===== src/rtl/nbrs_fifo.sv =====
// small register queue used for commands and results
// no package dependencies
module nbrs_fifo #(
  parameter int unsigned WIDTH = 8,
  parameter int unsigned DEPTH = 2
) (
  input  logic             clk_i,
  input  logic             rst_ni,
  input  logic             push_i,
  input  logic [WIDTH-1:0] wdata_i,
  input  logic             pop_i,
  output logic [WIDTH-1:0] rdata_o,
  output logic             full_o,
  output logic             empty_o
);
  localparam int unsigned PW = (DEPTH > 1) ? $clog2(DEPTH) : 1;
  localparam int unsigned CW = $clog2(DEPTH + 1);

  logic [WIDTH-1:0] mem_q [DEPTH];
  logic [PW-1:0]    wptr_q, rptr_q;
  logic [CW-1:0]    cnt_q;

  assign full_o  = (cnt_q == CW'(DEPTH));
  assign empty_o = (cnt_q == '0);
  assign rdata_o = mem_q[rptr_q];

  // pointers and fill count
  always_ff @(posedge clk_i or negedge rst_ni) begin
    if (!rst_ni) begin
      wptr_q <= '0;
      rptr_q <= '0;
      cnt_q  <= '0;
    end else begin
      if (push_i) begin
        wptr_q <= (wptr_q == PW'(DEPTH - 1)) ? '0 : wptr_q + 1'b1;
      end
      if (pop_i) begin
        rptr_q <= (rptr_q == PW'(DEPTH - 1)) ? '0 : rptr_q + 1'b1;
      end
      if (push_i && !pop_i) begin
        cnt_q <= cnt_q + 1'b1;
      end else if (pop_i && !push_i) begin
        cnt_q <= cnt_q - 1'b1;
      end
    end
  end

  // storage
  always_ff @(posedge clk_i) begin
    if (push_i) begin
      mem_q[wptr_q] <= wdata_i;
    end
  end

endmodule


===== config.mk =====
export PLATFORM = sky130hd
export DESIGN_NAME = nbrs_fifo
export DESIGN_NICKNAME = d
export VERILOG_FILES = /design/src/rtl/nbrs_fifo.sv
export SDC_FILE = /design/constraint.sdc
export NUM_CORES = 1
export LEC_CHECK = 0
export ABC_AREA = 1
export BUFFER_PORTS_ARGS = -buffer_cell sky130_fd_sc_hd__clkbuf_2
export CORE_AREA = 2 2 47 49
export CTS_CLUSTER_DIAMETER = 80
export DETAILED_ROUTE_END_ITERATION = 6
export DIE_AREA = 0 0 49 51
export PLACE_DENSITY = 0.71
export SLEW_MARGIN = 40
export SYNTH_ARGS = -nofsm -noshare
export SYNTH_HDL_FRONTEND = slang
export SYNTH_SLANG_ARGS = --single-unit

===== constraint.sdc =====
create_clock -name clk_i -period 1.3 [get_ports clk_i]
set_clock_uncertainty 0.2 [all_clocks]
set_input_delay 0.26 -clock clk_i [delete_from_list [all_inputs] [get_ports clk_i]]
set_output_delay 0.26 -clock clk_i [all_outputs]
set_load 0.03 [all_outputs]

# Word level (Yosys, flattened, before mapping)
# Memories as Yosys holds them, arrays and structs flattened.
# Index checks and enable logic that the tools add are counted.
[classes]
add_sub_neg = 4
eq_ne = 1
mux = 6
n_reduce_logical = 6
[ops]
columns = ["cell", "n"]
rows = [
  ["1-bit 2-to-1 mux", 4],
  ["2-bit 2-to-1 mux", 2],
  ["1-bit adder, second input constant", 2],
  ["2-bit by 1-bit adder with 2-bit output, second input constant", 1],
  ["2-bit == test, second input constant", 1],
  ["1-bit logical AND", 2],
  ["1-bit logical NOT", 2],
  ["2-bit logical NOT", 1],
  ["2-bit nonzero test", 1],
  ["2-bit by 1-bit subtractor with 2-bit output, second input constant", 1],
]
[word_totals]
reg_bits = 4
ram_bits = 16
input_bits = 12
out_inout_bits = 10
n_memories = 1
[mem_list]
columns = ["memory", "depth", "word_bits", "read_ports", "rd_ports_with_merged_regs", "wr", "line_no", "text"]
rows = [
  ["mem_q", 2, 8, 1, 0, 1, "19", "logic [WIDTH-1:0] mem_q [DEPTH];"],
]

# Depth between registers and ports, before layout
[depth]
depth_word = 4
depth_mapped = 7
mapped_depth_nobuf = 7

# Worst setup path after synthesis
# Ideal clock, no wire load.
[synth_timing]
kind = "register to register"
startpoint = "register wptr_q"
endpoint = "memory mem_q[0][0], enable pin"
setup_time_ns = 0.370
arrival_time_ns = 0.774
setup_slack_ns = -0.044
path_stages_with_launch = 2
n_path_buf = 0
cell_sequence = "dfrtp_1 > nor2_1"
[synth_rtl]
columns = ["element", "line_no", "text"]
rows = [
  ["from (decl)", "20", "logic [PW-1:0] wptr_q, rptr_q;"],
  ["from (signal assigned)", "35", "wptr_q <= (wptr_q == PW'(DEPTH - 1)) ? '0 : wptr_q + 1'b1;"],
  ["to (decl)", "19", ""],
]
# Straight into the memory's write port.

# Worst setup path after layout
[layout_timing]
startpoint = "register rptr_q"
endpoint = "output rdata_o[7]"
[layout_between]
elab_chain_len = 1
[layout_lines]
columns = ["element", "line_no", "text"]
rows = [
  ["from (decl)", "20", ""],
  ["from (signal assigned)", "38", "rptr_q <= (rptr_q == PW'(DEPTH - 1)) ? '0 : rptr_q + 1'b1;"],
  ["memory read 2 x 8 bit", "--", ""],
  ["to (decl)", "12", "output logic [WIDTH-1:0] rdata_o,"],
]
# No other way between the ends.

==> summary.json <==
{
  "status": "complete, but fails checks",
  "failing_checks": "negative setup slack",
  "gr-usage-all-layers_pct": 12.8,
  "finalWorstPathRequiredPeriod_ns": 1.76,
  "cpLargestDelayFamily": "flip-flops",
  "power_switching_share_pct": 34.3,
  "start_util_pct": 39.7,
  "worst-r2r-setup-slack_ns": 0.04,
  "max_clock_freq_ghz": 0.568,
  "post-route-util_pct": 60.4,
  "synthesis.nets": 63,
  "worst_path_max_delay_cell": "dfrtp_2",
  "share_of_post_route_cells_with_drive_strength_above_1_pct": 47.3,
  "yosys.area.top_type_share_pct": 58.7,
  "finalWorstSetupSlack_ns": -0.460,
  "leakage_nw": 0.557,
  "yosysSeqAreaShare_pct": 70.9,
  "critical_path.n_buffers_inverters": 2,
  "internal-power_mw": 1.74,
  "layout-area-overhead-vs-synth_pct": 52.3,
  "io_buffer_count": 21,
  "diodes": 0,
  "die_w_um": 49,
  "dr_wl_met2_um": 863,
  "cts_made_buffers": 3,
  "regArea_um2": 582,
  "post_drt_via_cell_ratio": 4.39,
  "worstReg2RegStart": "wptr_q$_DFFE_PN0P_",
  "ctsRootBufferMaster": "clkbuf_4",
  "final_common_cell": "edfxtp_1",
  "dr.max_layer_used": "met3",
  "grt_pass1_wl_um": 2350,
  "tns_ns": -3.90,
  "num_vias": 531,
  "crit_path_cell_trace": "buf_6 > mux2_4 > buf_8",
  "yosys.cell_types.count": 12,
  "worstSetupEndpointType": "output pin",
  "cts_max_path_buffers": 2,
  "power.share.sequential_pct": 36.3,
  "worst-setup-path-type": "register to output pin",
  "drt_iter0_markers": 12,
  "required_time_at_the_endpoint_of_the_critical_path_ns": 0.84,
  "tritoncts": "built",
  "post_synth_and_or_nand_nor_area_fraction_pct": 5.05,
  "crit_fanout": 5,
  "tightestPinTransition_ns": 0.336,
  "placementRows": 17,
  "hold_path.class": "input pin to async pin",
  "grt-ovfl-total": 0,
  "r2r.worst_path.cells": 2,
  "reg2reg_to": "mem_q[1][6]$_DFFE_PP_",
  "clock_sink_count": 20,
  "cts.htree.levels": 1,
  "post-route-cell-area_mm2": 0.00125,
  "multiInputGateArea_um2": 205,
  "grt_max_degree": 12,
  "yosys_warnings": 0,
  "finalCritPeriodShare_pct": 135,
  "timing.critical_path.arrival_ns": 1.30,
  "total_routed_wire_length_on_the_met1_layer_um": 594,
  "avgRoutedWirePerCell_um": 12.5,
  "yosys.area_share.adder_pct": 1.53,
  "antenna_found_initial": 0,
  "placed_area_um2": 965,
  "cp_slowest_stage_delay_ns": 0.43,
  "clock_power_share_pct": 11.0,
  "synth_xor_xnor_area_share_pct": 3.21,
  "netlist_instances": 50,
  "cap_viol_max_count": 0,
  "mappedNetlistArea_um2": 818,
  "postSynthRegisterBits": 20,
  "grt_pass1_vias": 568,
  "synth_compound_area_share_pct": 0,
  "power.switching_uw": 908,
  "rsz0062_at_grt": "yes",
  "synth_mux_area_share_pct": 14.7,
  "top_library_cells_by_usage_in_the_layout_fill_and_taps_aside": "16 x edfxtp_1, 11 x dlygate4sd3_1, 11 x clkbuf_2, 8 x mux2_4, 8 x buf_8",
  "final_net_count": 107,
  "worst_setup_hold_path_clk_slew_ns": 0.10,
  "pwr-share-comb_pct": 52.7,
  "p_per_area_mw_per_mm2": 2130,
  "drt-pass1-iter-count": 4,
  "core_region_area_mm2": 0.00206,
  "finalMaxSlewViolations": 0,
  "num_io_pins": 22,
  "die_area_mm2": 0.00250,
  "final-hold-violation-count": 0,
  "dp_hpwl_um": 914,
  "gp_congestion": 0.585,
  "dp_slack_ns": -0.323,
  "max-slew-margin-rel_pct": 77.5,
  "critical_path.startpoint_type": "register",
  "syn-mean-instance-area_um2": 16.4,
  "setup-violations-final": 10,
  "route.detailed.drc": 0,
  "floorplan.die.height_um": 51,
  "synth.area.top_cells": "edfxtp_1 59%, mux2_4 15%, dfrtp_1 12%, inv_1 3.2%, nand2_1 2.3%",
  "drtAntennaViolNets": 0,
  "synth_top_family_by_area": "multiplexers",
  "synth_top_cell_by_area": "edfxtp_1",
  "number_of_cells_on_the_critical_path": 3,
  "met3_wirelength_um": 51,
  "clock_insertion_delay_worst_skew_ns": 0.28,
  "postRouteWirelength_um": 1510,
  "vdd_ir_drop_max_mv": 1.32,
  "fillerInstances": 167
}
-- worst max-delay path by stage --
stage / to / start / slack [ns]
2_1_floorplan: rdata_o[0] / rptr_q$_DFFE_PN0P_ / -0.003
3_3_place_gp: rdata_o[7] / rptr_q$_DFFE_PN0P_ / -0.31
3_5_place_dp: rdata_o[7] / rptr_q$_DFFE_PN0P_ / -0.32
4_1_cts: rdata_o[7] / rptr_q$_DFFE_PN0P_ / -0.48
5_1_grt: rdata_o[7] / rptr_q$_DFFE_PN0P_ / -0.50
6_report: rdata_o[7] / rptr_q$_DFFE_PN0P_ / -0.46
-- worst reg2reg max path, delay by kind of cell (launching register included) --
kind,cells,cell delay [ns]
buf+inv,1,0.26
flops,1,0.41
simple gates,1,0.07
-- cells in the mapped netlist --
library cell,number
nand3_1,1
xnor2_1,1
dfrtp_1,4
nand2_1,5
edfxtp_1,16
ha_1,1
nor2_1,3
nand4_1,1
mux2_4,8
buf_6,1
xor2_1,2
inv_1,7
-- cells by family after synthesis --
logic type | count (synthesis)
muxes | 8
and+or+nand+nor | 10
xor gates and xnor gates | 3
adders and majority gates | 1
buffers and inverters | 8
DFF | 20
-- cell type report --
class	instances	share of cell area, %
inverter	7	2.11
clock buffer	4	2.11
timing repair buffer	40	29.8
tap	28	2.81
multi-input combinational	22	16.5
sequential	20	46.7
-- what timing repair did --
action	CTS	global route
setup endpoints to repair	10	10
pin swaps	0	1
hold buffers	10	1
buffers inserted	5	1
hold endpoints to repair	21	1
resized for setup	22	13
-- registers in the layout (all words and copies together) (netlist names) --
| name | count |
|---|---|
| mem_q | 16 |
| rptr_q | 1 |
| wptr_q | 1 |
| cnt_q | 2 |
-- power groups by stage --
stage	Clock, mW	Sequential (mW)	Combinational (mW)
after floorplan	0	0.946	0.729
after global placement	0	1.02	0.842
after detailed placement	0	1.03	0.857
after CTS	0.297	0.956	1.28
after global routing	0.327	0.979	1.48
final	0.291	0.962	1.40
-- metrics by stage --
step	total power, mW	hold WS (ns)	cells
2_1_floorplan	1.67	-0.236	50
3_3_place_gp	1.86	-0.129	100
3_5_place_dp	1.89	-0.126	100
4_1_cts	2.53	0.00519	119
5_1_grt	2.79	0.106	121
6_report	2.65	0.106	121
-- metal layers --
metal	GRT usage, %	up-vias
li1	-	258
met1	13.5	256
met2	25.8	17
met3	2.63	0
met4	2.86	0
met5	0	-
(Power assumes the default switching activity.)
