[config.mk]
export PLATFORM = sky130hd
export DESIGN_NAME = nbrs_front
export DESIGN_NICKNAME = d
export VERILOG_FILES = /design/src/rtl/nbrs_pkg.sv /design/src/rtl/nbrs_front.sv
export SDC_FILE = /design/constraint.sdc
export NUM_CORES = 1
export LEC_CHECK = 0
export BUFFER_PORTS_ARGS = -buffer_cell sky130_fd_sc_hd__buf_2
export CORE_UTILIZATION = 40
export DETAILED_ROUTE_END_ITERATION = 12
export MAX_ROUTING_LAYER = met4
export PLACE_DENSITY_LB_ADDON = 0.1
export SYNTH_ARGS = -nofsm -noshare
export SYNTH_HDL_FRONTEND = slang
export SYNTH_SLANG_ARGS = --single-unit
[constraint.sdc]
create_clock -name clk_i -period 8.4 [get_ports clk_i]
set_input_delay 1.68 -clock clk_i [delete_from_list [all_inputs] [get_ports clk_i]]
set_output_delay 1.68 -clock clk_i [all_outputs]
set_load 0.01 [all_outputs]
[src/rtl/nbrs_pkg.sv]
// shared types and constants for the numbered bucket record store
// no dependencies
package nbrs_pkg;

  localparam int unsigned NUM_BUCKETS_DEF = 64;
  localparam int unsigned MAX_WORDS_DEF   = 32;
  localparam int unsigned LEN_W           = 7;
  localparam int unsigned CFG_W           = 7;
  localparam logic [CFG_W-1:0] CFG_RESET  = 7'd64;
  localparam int unsigned CMD_DEPTH       = 2;
  localparam int unsigned OUT_DEPTH       = 4;

  typedef enum logic [1:0] {
    MODE_PUT_HDR = 2'd0,
    MODE_PUT_VAL = 2'd1,
    MODE_OUTPUT  = 2'd2,
    MODE_EMPTY   = 2'd3
  } mode_e;

  typedef enum logic [2:0] {
    ST_VALUE     = 3'd0,
    ST_NOT_EMPTY = 3'd1,
    ST_NO_BUCKET = 3'd2,
    ST_EMPTY     = 3'd3,
    ST_TOO_LONG  = 3'd4
  } status_e;

  typedef enum logic [1:0] {
    CMD_RESULT = 2'd0,
    CMD_SETLEN = 2'd1,
    CMD_WRITE  = 2'd2,
    CMD_READ   = 2'd3
  } cmd_kind_e;

  typedef enum logic [2:0] {
    B_IDLE,
    B_LEN,
    B_NONE,
    B_ADDR,
    B_DATA
  } back_state_e;

  // work handed from the front to the back
  typedef struct packed {
    cmd_kind_e        kind;
    status_e          status;
    logic [7:0]       echo;
    logic [7:0]       bucket;
    logic [LEN_W-1:0] pos;
    logic [31:0]      value;
  } cmd_t;

  // one result transaction
  typedef struct packed {
    status_e     status;
    logic [7:0]  echo;
    logic [31:0] value;
    logic        last;
    logic        none;
  } result_t;

endpackage

[src/rtl/nbrs_front.sv]
// front end: takes items, checks buckets, tracks put runs, issues commands
// depends on nbrs_pkg
module nbrs_front #(
  parameter int unsigned NUM_BUCKETS = nbrs_pkg::NUM_BUCKETS_DEF,
  parameter int unsigned MAX_WORDS   = nbrs_pkg::MAX_WORDS_DEF
) (
  input  logic                      clk_i,
  input  logic                      rst_ni,
  input  logic                      cfg_valid_i,
  input  logic [nbrs_pkg::CFG_W-1:0] cfg_data_i,
  input  logic                      accept_i,
  input  logic [1:0]                mode_i,
  input  logic [7:0]                bucket_number_i,
  input  logic [7:0]                word_count_i,
  input  logic [31:0]               word_value_i,
  output logic                      cmd_push_o,
  output nbrs_pkg::cmd_t            cmd_o
);
  import nbrs_pkg::*;

  localparam int unsigned BW = (NUM_BUCKETS > 1) ? $clog2(NUM_BUCKETS) : 1;

  logic [CFG_W-1:0]       cfg_q;
  logic [NUM_BUCKETS-1:0] flags_q, flags_d;
  logic [7:0]             pend_q, pend_d;
  logic [BW-1:0]          target_q, target_d;
  logic                   discard_q, discard_d;
  logic [LEN_W-1:0]       wpos_q, wpos_d;

  logic [8:0] limit;
  logic       valid_b;
  logic [7:0] idx_full;
  logic [BW-1:0] idx;
  logic       filled;
  mode_e      mode;

  // bucket range check against the configured count
  assign limit = (9'(cfg_q) > 9'(NUM_BUCKETS)) ? 9'(NUM_BUCKETS) : 9'(cfg_q);
  assign valid_b  = (bucket_number_i != 8'd0) && (9'(bucket_number_i) <= limit);
  assign idx_full = bucket_number_i - 8'd1;
  assign idx      = idx_full[BW-1:0];
  assign filled   = flags_q[idx];
  assign mode     = mode_e'(mode_i);

  // classify the item
  always_comb begin
    flags_d    = flags_q;
    pend_d     = pend_q;
    target_d   = target_q;
    discard_d  = discard_q;
    wpos_d     = wpos_q;
    cmd_push_o = 1'b0;
    cmd_o      = '{kind: CMD_RESULT, status: ST_VALUE, echo: bucket_number_i,
                   bucket: idx_full, pos: '0, value: word_value_i};
    if (accept_i) begin
      unique case (mode)
        MODE_PUT_HDR: begin
          pend_d = word_count_i;
          wpos_d = '0;
          if (valid_b && !filled && (word_count_i <= 8'(MAX_WORDS))) begin
            flags_d[idx] = 1'b1;
            target_d     = idx;
            discard_d    = 1'b0;
            cmd_push_o   = 1'b1;
            cmd_o.kind   = CMD_SETLEN;
            cmd_o.pos    = word_count_i[LEN_W-1:0];
          end else begin
            discard_d    = (word_count_i != 8'd0);
            cmd_push_o   = 1'b1;
            cmd_o.status = !valid_b ? ST_NO_BUCKET : (filled ? ST_NOT_EMPTY : ST_TOO_LONG);
          end
        end
        MODE_PUT_VAL: begin
          if (pend_q != 8'd0) begin
            pend_d = pend_q - 8'd1;
            if (!discard_q && (wpos_q < LEN_W'(MAX_WORDS))) begin
              cmd_push_o   = 1'b1;
              cmd_o.kind   = CMD_WRITE;
              cmd_o.bucket = 8'(target_q);
              cmd_o.pos    = wpos_q;
              wpos_d       = wpos_q + 1'b1;
            end
            if (pend_q == 8'd1) begin
              discard_d = 1'b0;
            end
          end
        end
        MODE_OUTPUT: begin
          cmd_push_o = 1'b1;
          if (!valid_b) begin
            cmd_o.status = ST_NO_BUCKET;
          end else if (!filled) begin
            cmd_o.status = ST_EMPTY;
          end else begin
            cmd_o.kind = CMD_READ;
          end
        end
        MODE_EMPTY: begin
          if (!valid_b) begin
            cmd_push_o   = 1'b1;
            cmd_o.status = ST_NO_BUCKET;
          end else begin
            flags_d[idx] = 1'b0;
          end
        end
        default: ;
      endcase
    end
  end

  // front state registers
  always_ff @(posedge clk_i or negedge rst_ni) begin
    if (!rst_ni) begin
      cfg_q     <= CFG_RESET;
      flags_q   <= '0;
      pend_q    <= '0;
      target_q  <= '0;
      discard_q <= 1'b0;
      wpos_q    <= '0;
    end else begin
      if (cfg_valid_i) begin
        cfg_q <= cfg_data_i;
      end
      flags_q   <= flags_d;
      pend_q    <= pend_d;
      target_q  <= target_d;
      discard_q <= discard_d;
      wpos_q    <= wpos_d;
    end
  end

endmodule

* Yosys cells after proc, flatten, opt, wreduce, memory -nomap -nowiden
Index checks and enable logic that the tools add are counted.
Storage, ports and cells: flip-flop bits (word level) 93, bits of input ports 61, output and inout bits 61, logic and storage cells 88
Cells by class: add/subtract/negate cells 3, order comparisons 6, equality and inequality tests 9, multiplexer cells 42, bitwise logic cells 3, reduce and logical (&&, ||, !) cells 19
Operator list (count):
- $mux 64 | 2
- $pmux 64 s2 | 1
- $and 64x64->64 | 1
- $not 64->64 | 1
- $or 64x64->64 | 1
- $mux 15 | 3
- $mux 7 | 4
- $pmux 7 s2 | 2
- $reduce_bool 8->1 | 3
- $mux 8 | 2
- $pmux 8 s2 | 1
- $sub 8x1->8 const B | 2
- $mux 2 | 7
- $reduce_and 4->1 | 3
- $mux 1 | 10
- $ne 2x2->1 const B | 5
- $mux 3 | 3
- $pmux 3 s3 | 1
- $eq 8x1->1 const B | 1
- $le 8x6->1 const B | 1
- $le 8x7->1 | 1
- $add 7x1->7 const B | 1
- $gt 7x7->1 const B | 1
- $lt 6x7->1 const B | 1
- 16 further kinds | 24

* Longest topological paths before layout
Gate-level depths: netlist (run 1).
word-level depth 9, gate-level depth with buffers 17, mapped depth without buffers 11

* Worst setup path after synthesis (run 1)
Ideal clock, no wire load.
path type input-to-output, from in bucket_number_i[0], to out cmd_o[33] (netlist name), data arrival time 4811 ps, required time 6720 ps, path slack 1909 ps, stages on the path 16, path buffers 6, cells stage by stage buf_6 > buf_2 > inv_1 > ha_1 > buf_4 > xor2_4 > mux4_2 > nor4_1 > nor3_1 > or4_1 > buf_6 > and4bb_4 > buf_6 > buf_6 > nand2_1 > o21ai_0
RTL lines:
- start, declared | line nbrs_front.sv:13 | input logic [7:0] bucket_number_i,
- end, declared | line nbrs_front.sv:17 | output nbrs_pkg::cmd_t cmd_o

==> results of run 1 <==
## worst max-delay path by stage
stage	from	to	slack, ns	depth (start not counted)
floorplan	bucket_number_i[0]	cmd_o[33]	1.91	16
global placement	bucket_number_i[0]	cmd_o[34]	1.28	11
detailed placement	bucket_number_i[0]	cmd_o[35]	1.22	11
CTS	bucket_number_i[0]	cmd_o[35]	1.20	11
global route	bucket_number_i[0]	cmd_o[35]	0.97	11
finish	bucket_number_i[0]	cmd_o[36]	1.19	11
## critical path, cell delays in order
cell	delay [ns]
buf_2	0.10
inv_1	0.23
ha_1	0.43
xor2_4	0.53
mux4_2	0.57
nor4_1	0.30
nor3_1	0.07
or4_1	0.70
and4bb_4	0.49
a22o_1	0.26
buf_2	0.14
## cell type report
cell class / instances / area share, %
clock buffers: 10 / 3.73
inverters: 10 / 0.611
flip-flops and latches: 93 / 37.9
clock inverters: 6 / 1.57
well taps: 180 / 3.67
repair buffers: 66 / 5.83
multi-input cells: 415 / 46.7
## synthesized netlist by cell type (3+ instances only)
master     instances  area [um^2]
inv_1             10         37.5
nor2_1            53          199
and3_1             3         18.8
nand4_1            3         18.8
ha_1              13          163
nand2b_1           5         31.3
a31oi_1           35          219
nor2b_1            8         50.1
nor3b_1           10         75.1
xor2_1             5         43.8
nor4b_1            4         35.0
mux2i_1           11          110
mux2_2             8         90.1
a2bb2oi_1         16          140
mux4_2            10          225
or2_2              4         25.0
o21ai_0           15         75.1
buf_6              7         78.8
a21oi_2           10         87.6
a22oi_1            3         22.5
nand3_1           12         60.1
a21oi_1           72          360
nand2_1           28          105
nor4_1            11         68.8
xnor2_1            4         35.0
o21a_1             5         37.5
buf_4             46          345
buf_2              7         35.0
nor3_1            17         85.1
clkbuf_1          19         71.3
o22ai_1            3         18.8
a22o_1             5         43.8
dfrtp_1           92         2300
## power by group
part / leakage (uW) / switching, uW / internal, uW
Clock: 0.000155 / 186 / 264
Combinational: 0.00129 / 120 / 69.4
Sequential: 0.00125 / 23.5 / 474
Total: 0.00270 / 329 / 808
## metal layers
| layer | global-route usage, % | up-vias | part of all wire, % |
|---|---|---|---|
| met3 | 5.57 | 40 | 5.8 |
| met5 | - | - | 0 |
| met4 | 10.0 | 0 | 2.9 |
| met2 | 35.3 | 167 | 47 |
| met1 | 30.2 | 2314 | 44 |
| li1 | - | 2165 | - |
## cells by family after synthesis
kind of cell	after synthesis	synth area share [%]
xor gates and xnor gates	10	1.85
AOI/OAI and AO/OA	187	21.1
adders and majority gates	13	2.82
buffers and inverters	90	9.92
DFF	93	40.4
muxes	31	7.90
other	1	0.0651
and+or+nand+nor	173	16.0
## metrics by stage
stage | total power [uW] | worst slack [ns] | utilization [%] | hold WS (ns) | cells
3_5_place_dp | 695 | 1.22 | 41.6 | 0.493 | 764
2_1_floorplan | 646 | 1.91 | - | 0.449 | 598
3_3_place_gp | 690 | 1.28 | 41.6 | 0.468 | 764
6_report | 1140 | 1.19 | 43.9 | 0.498 | 780
4_1_cts | 1150 | 1.20 | 43.9 | 0.502 | 780
5_1_grt | 1190 | 0.966 | 43.9 | 0.529 | 780
==> run summary, run 1 <==
Sequential Area: 0.00233 mm^2
P per Cell Area: 185 mW/mm^2
R2R depth: 11
required time worst endpoint: 6.72 ns
Synth Flop Type: dfrtp_1
EDFF count, synth: 0
GP Congestion: 0.847
Net Count, Synth: 672
average wire per standard cell: 20.4 um
Post-synth ARST share: 100%
Core Area: 0.0140 mm^2
Area growth syn-to-layout: 6.60%
CP endpoint kind: primary output
CTS Hold Buffers Added: 0
count of pins over their slew limit: 0
depth of the worst hold-timing path: 1
commonest non-fill, non-tap cell in the layout: dfrtp_1
starting DRC count in detailed routing: 347
Syn Area/Cell: 9.64 um^2
Max Clock Freq: 139 MHz
Tmin final: 7.21 ns
unrepaired setup endpoints after global routing: no
max cap viols: 0
Worst R2R Start: cfg_q[6]
initial antenna violation count: 0
Worst-Skew Late Latency: 0.35 ns
Leakage: 0.00270 uW
sequential element share of the synthesized area: 40.4%
cell area after layout: 0.00614 mm^2
Tightest Pin Transition: 1.25 ns
WHS Endpoint: pend_q[7]
via count: 4,686
mapped cell area: 0.00576 mm^2
GRT overflow: 0
Hold Path Class: flip-flop to flip-flop
Antenna Violating Nets Remaining: 0
Max FO, Critical Path: 49
largest net degree at the start of global routing: 69
# diodes: 0
FF+latch count, synth: 93
drt drc: 0
chip width: 122 um
outcome: completed
clk sink count: 93
count of final hold-check violations: 0
Resized Gates After CTS: 0
first-pass GRT wire length: 25,600 um
Min-Delay Startpoint: pend_q[7]
vias in the first global route: 4,583
post-DR vias/cell: 6.01
Total GRT Usage: 23.5%
Synth warnings: 0
Initial Utilization: 41.2%
Worst slew margin: 16.2%
I/O pin total: 122
PortBufs: 56
Mapped Cells: 598
fin crit share: 85.8%
Site Rows: 43
post-CTS setup buffers: 0
fillers: 1,397
TritonCTS clock tree: built
CTS buffer count: 9
Clock transition at path regs: 0.06 ns
hpwl dp: 11,000 um
Worst setup SP type: primary input
share of cells above drive strength 1: 20.7%
Max Clock Skew: 0.00644 ns
Total Wirelength: 15,900 um
maximum VDD drop: 0.129 mV
synth unique cells: 66
CTS Buffer Depth: 2
H-tree levels: 3
CP Class: primary input to primary output
r2r setup slk: 5.02 ns
area of the multi-input gates: 0.00287 mm^2
Final setup violation count: 0
Worst EP arrival: 5.53 ns
Final TNS setup: 0 ns
TritonRoute pass-1 iters: 6
Die ar.: 0.0149 mm^2
commonest non-fill, non-tap cells in the layout: dfrtp_1 (92), a21oi_1 (72), buf_2 (55)
Placed Instance Area: 0.00582 mm^2
nets: 669
CTS Root Cell: clkbuf_16
Die Y: 122 um
(Power assumes the default switching activity.)
==> run 2: changes to the inputs <==
- CORE_UTILIZATION: 40 -> 60
- PLACE_DENSITY: unset -> 0.91
- PLACE_DENSITY_LB_ADDON: 0.1 -> unset
==> run summary, run 2 (synthesized netlist as in run 1, its figures left out) <==
count of final hold-check violations: 0
count of pins over their slew limit: 0
CTS Buffer Depth: 2
Placed Cells: 709
CP Class: primary input to primary output
max cap viols: 0
Total Wirelength: 14,500 um
Die Y: 100 um
Final TNS setup: 0 ns
I/O pin total: 122
post-DR vias/cell: 6.58
Worst setup SP type: primary input
CTS Root Cell: clkbuf_8
P per Cell Area: 164 mW/mm^2
Crit path top cell by count: buf_2
Clock transition at path regs: 0.10 ns
Max Clock Skew: 0.0128 ns
Final setup violation count: 0
Hold Path Class: flip-flop to flip-flop
TritonCTS clock tree: built
met1 usage: 40.2%
fin crit share: 84.9%
vias in the first global route: 4,626
Max FO, Critical Path: 49
fillers: 758
drt drc: 0
Tightest Pin Transition: 1.21 ns
gr busiest metal: met2
Worst-Skew Late Latency: 0.37 ns
Post-Layout Cell Count: 724
Worst slew margin: 18.8%
max incr delay on CP: 0.69 ns
via count: 4,765
Worst EP arrival: 5.45 ns
met3 Usage GRT: 6.34%
Site Rows: 35
PortBufs: 56
required time worst endpoint: 6.72 ns
largest net degree at the start of global routing: 54
commonest non-fill, non-tap cell in the layout: dfrtp_1
share of cells above drive strength 1: 20.0%
commonest non-fill, non-tap cells in the layout: dfrtp_1 (92), a21oi_1 (72), buf_2 (55)
maximum VDD drop: 0.0932 mV
Total GRT Usage: 31.1%
Core Util, Final: 63.6%
Leakage: 0.00261 uW
# diodes: 0
Initial Utilization: 62.1%
nets: 665
Tmin final: 7.13 ns
Resized Gates After CTS: 0
Antenna Violating Nets Remaining: 0
average wire per standard cell: 20.1 um
TritonRoute pass-1 iters: 5
clk sink count: 93
Core Area: 0.00928 mm^2
CTS buffer count: 9
critical-path cell list: buf_2 -> inv_1 -> ha_1 -> xor2_4 -> mux4_2 -> nor4_1 -> nor3_1 -> or4_1 -> and4bb_4 -> a22o_1 -> buf_2
Die ar.: 0.0100 mm^2
CTS Hold Buffers Added: 0
post-CTS setup buffers: 0
initial antenna violation count: 0
GRT overflow: 0
H-tree levels: 3
unrepaired setup endpoints after global routing: no
hpwl dp: 10,000 um
CP endpoint kind: primary output
Area growth syn-to-layout: 2.54%
GP Congestion: 0.965
routing usage on met2: 49.0%
starting DRC count in detailed routing: 489
Max Clock Freq: 140 MHz
first-pass GRT wire length: 23,500 um
chip width: 100 um
Slowest-stage cell, CP: or4_1
outcome: completed
## run 2: where the power goes
group / internal [uW] / switching [uW] / leakage [uW]
sequential: 474 / 23.2 / 0.00125
clock: 123 / 160 / 0.0000884
combinational: 69.0 / 119 / 0.00127
total: 666 / 302 / 0.00261
## run 2: final cells by class
type	count	area [um^2]	share of cell area (%)
clock buffer	12	155	2.63
clock inverter	3	21.3	0.360
timing repair buffer	62	328	5.55
sequential	93	2330	39.4
tap	129	161	2.73
inverter	10	37.5	0.635
multi-input combinational	415	2880	48.7
## run 2: worst paths after layout
path / start / endpoint / slack [ns] / cells after the start
max: bucket_number_i[0] / cmd_o[35] / 1.27 / 11
min: pend_q[6] / pend_q[6] / 0.50 / 1
max reg2reg: cfg_q[6] / flip-flop / 4.91 / 11
min reg2reg: pend_q[6] / pend_q[6] / 0.50 / 1
max in group asynchronous: rst_ni / asynchronous set/reset pin / 6.07 / 2
min in group asynchronous: rst_ni / pend_q[7] / 1.28 / 1
## run 2: critical path: cells and delay by family
family	cells	cell delay [ns]
mux	1	0.58
buf+inv	3	0.46
fa+ha+maj	1	0.43
simple gates	4	1.51
xor+xnor	1	0.52
compound gates	1	0.25
## run 2: layer usage
| layer | part of all wire (%) | wire length (um) | up-vias |
|---|---|---|---|
| li1 | - | - | 2148 |
| met1 | 41 | 5940 | 2302 |
| met2 | 48 | 6960 | 277 |
| met3 | 8.5 | 1230 | 38 |
| met4 | 2.6 | 382 | 0 |
| met5 | 0 | 0 | - |
## run 2: metrics by stage
stage | setup WS (ns) | cell area (um^2) | total power [uW] | hold slack [ns]
floorplan | 1.91 | 5760 | 646 | 0.449
global placement | 1.44 | 5730 | 678 | 0.474
detailed placement | 1.34 | 5730 | 689 | 0.491
CTS | 1.33 | 5910 | 967 | 0.504
global route | 1.01 | 5910 | 1010 | 0.537
finish | 1.27 | 5910 | 967 | 0.503
==> run 3: changes to the inputs <==
- CORE_UTILIZATION: 60 -> 56
- PLACE_DENSITY: 0.91 -> 0.86
- clock period: 8.4 -> 6.8 ns (I/O delays scaled with it)
==> run summary, run 3 (synthesized netlist as in run 1, its figures left out) <==
Resized Gates After CTS: 0
nets: 667
R2R depth: 11
r2r setup slk: 3.36 ns
gr busiest metal: met2
PortBufs: 56
Tightest Pin Transition: 1.21 ns
share of cells above drive strength 1: 20.4%
number of cells on the critical path: 11
initial antenna violation count: 0
fin crit share: 92.0%
CTS buffer count: 9
Tmin final: 6.26 ns
Die Y: 103 um
Reg power frac: 49.9%
maximum VDD drop: 0.136 mV
largest net degree at the start of global routing: 86
count of pins over their slew limit: 0
final worst slack: 0.542 ns
Initial Utilization: 58.4%
Final TNS setup: 0 ns
average wire per standard cell: 19.5 um
NetSw: 377 uW
WHS Endpoint: pend_q[6]
CTS Hold Buffers Added: 0
Worst slew margin: 18.9%
Max Clock Freq: 160 MHz
drt drc: 0
critical path's top delay family: simple AND/OR/NAND/NOR gates
P per Cell Area: 206 mW/mm^2
CTS Root Cell: clkbuf_8
fillers: 809
Clock transition at path regs: 0.09 ns
Critical path buffers and inverters: 3
combinational power share: 18.9%
count of final hold-check violations: 0
commonest non-fill, non-tap cell in the layout: dfrtp_1
Core Area: 0.00986 mm^2
met1 usage: 37.5%
Worst setup SP type: primary input
first-pass GRT wire length: 22,300 um
cell area after layout: 0.00595 mm^2
critical-path cell list: buf_2 -> inv_1 -> ha_1 -> mux2i_1 -> mux4_2 -> o221ai_1 -> a31oi_1 -> or4_1 -> xor2_1 -> nor4b_1 -> buf_2
post-DR vias/cell: 6.48
TritonRoute pass-1 iters: 5
Post-Layout Cell Count: 730
Worst-Skew Late Latency: 0.38 ns
max cap viols: 0
Max Clock Skew: 0.0145 ns
internal power: 850 uW
chip width: 103 um
met3 Usage GRT: 6.72%
area of the multi-input gates: 0.00288 mm^2
Hold Path Class: flip-flop to flip-flop
Total Wirelength: 14,300 um
Area growth syn-to-layout: 3.26%
pre-CTS setup slack: 0.643 ns
Placed Instance Area: 0.00575 mm^2
unrepaired setup endpoints after global routing: no
vias in the first global route: 4,386
depth of the worst hold-timing path: 1
CTS Buffer Depth: 2
Power Total: 1230 uW
max incr delay on CP: 0.84 ns
Worst R2R Start: cfg_q[6]
Min-Delay Startpoint: pend_q[6]
outcome: completed
Leakage: 0.00264 uW
Antenna Violating Nets Remaining: 0
Site Rows: 36
starting DRC count in detailed routing: 526
Worst EP arrival: 4.90 ns
Sequential Area: 0.00233 mm^2
Slowest-stage cell, CP: ha_1
CP Class: primary input to primary output
routing usage on met2: 42.9%
I/O pin total: 122
post-CTS setup buffers: 0
Final setup violation count: 0
# diodes: 0
Max FO, Critical Path: 24
switching fraction of total power: 30.7%
CP endpoint kind: primary output
Die ar.: 0.0107 mm^2
hpwl dp: 9880 um
via count: 4,728
H-tree levels: 3
Crit path top cell by count: buf_2
GP Congestion: 0.996
Clk network pwr share: 31.1%
required time worst endpoint: 5.44 ns
TritonCTS clock tree: built
clk sink count: 93
Total GRT Usage: 28.8%
commonest non-fill, non-tap cells in the layout: dfrtp_1 (92), a21oi_1 (72), buf_2 (55)
GRT overflow: 0
Placed Cells: 715
[run 3: area by class of cell]
| type | count | share of cell area [%] |
|---|---|---|
| sequential | 93 | 39.1 |
| clock inverter | 5 | 1.01 |
| inverter | 10 | 0.631 |
| timing repair buffer | 64 | 5.76 |
| tap | 133 | 2.80 |
| clock buffer | 10 | 2.31 |
| multi-input combinational | 415 | 48.3 |
[run 3: power groups by stage]
stage | Combinational [uW] | Clock [uW] | Sequential, uW
6_report | 232 | 382 | 613
5_1_grt | 255 | 417 | 618
4_1_cts | 230 | 390 | 612
3_5_place_dp | 228 | 0 | 623
3_3_place_gp | 220 | 0 | 621
2_1_floorplan | 183 | 0 | 615
[run 3: worst max path at each step]
stage,startpoint,endpoint,slack [ns]
after detailed placement,bucket_number_i[0],cmd_o[55],0.64
after CTS,bucket_number_i[0],cmd_o[55],0.63
after floorplan,bucket_number_i[0],cmd_o[33],0.95
final,bucket_number_i[0],cmd_o[55],0.54
after global placement,bucket_number_i[0],cmd_o[55],0.78
after global routing,bucket_number_i[0],cmd_o[55],0.40
[run 3: metal layers]
metal	up-vias	part of all wire (%)
li1	2164	-
met1	2277	42
met2	250	47
met3	37	8.4
met4	0	2.1
met5	-	0
[run 3: stage by stage]
step                      util [%]  hold WS (ns)
final                         60.3         0.498
after global routing          60.3         0.543
after CTS                     60.3         0.497
after detailed placement      58.3         0.481
after global placement        58.3         0.473
after floorplan                  -         0.449
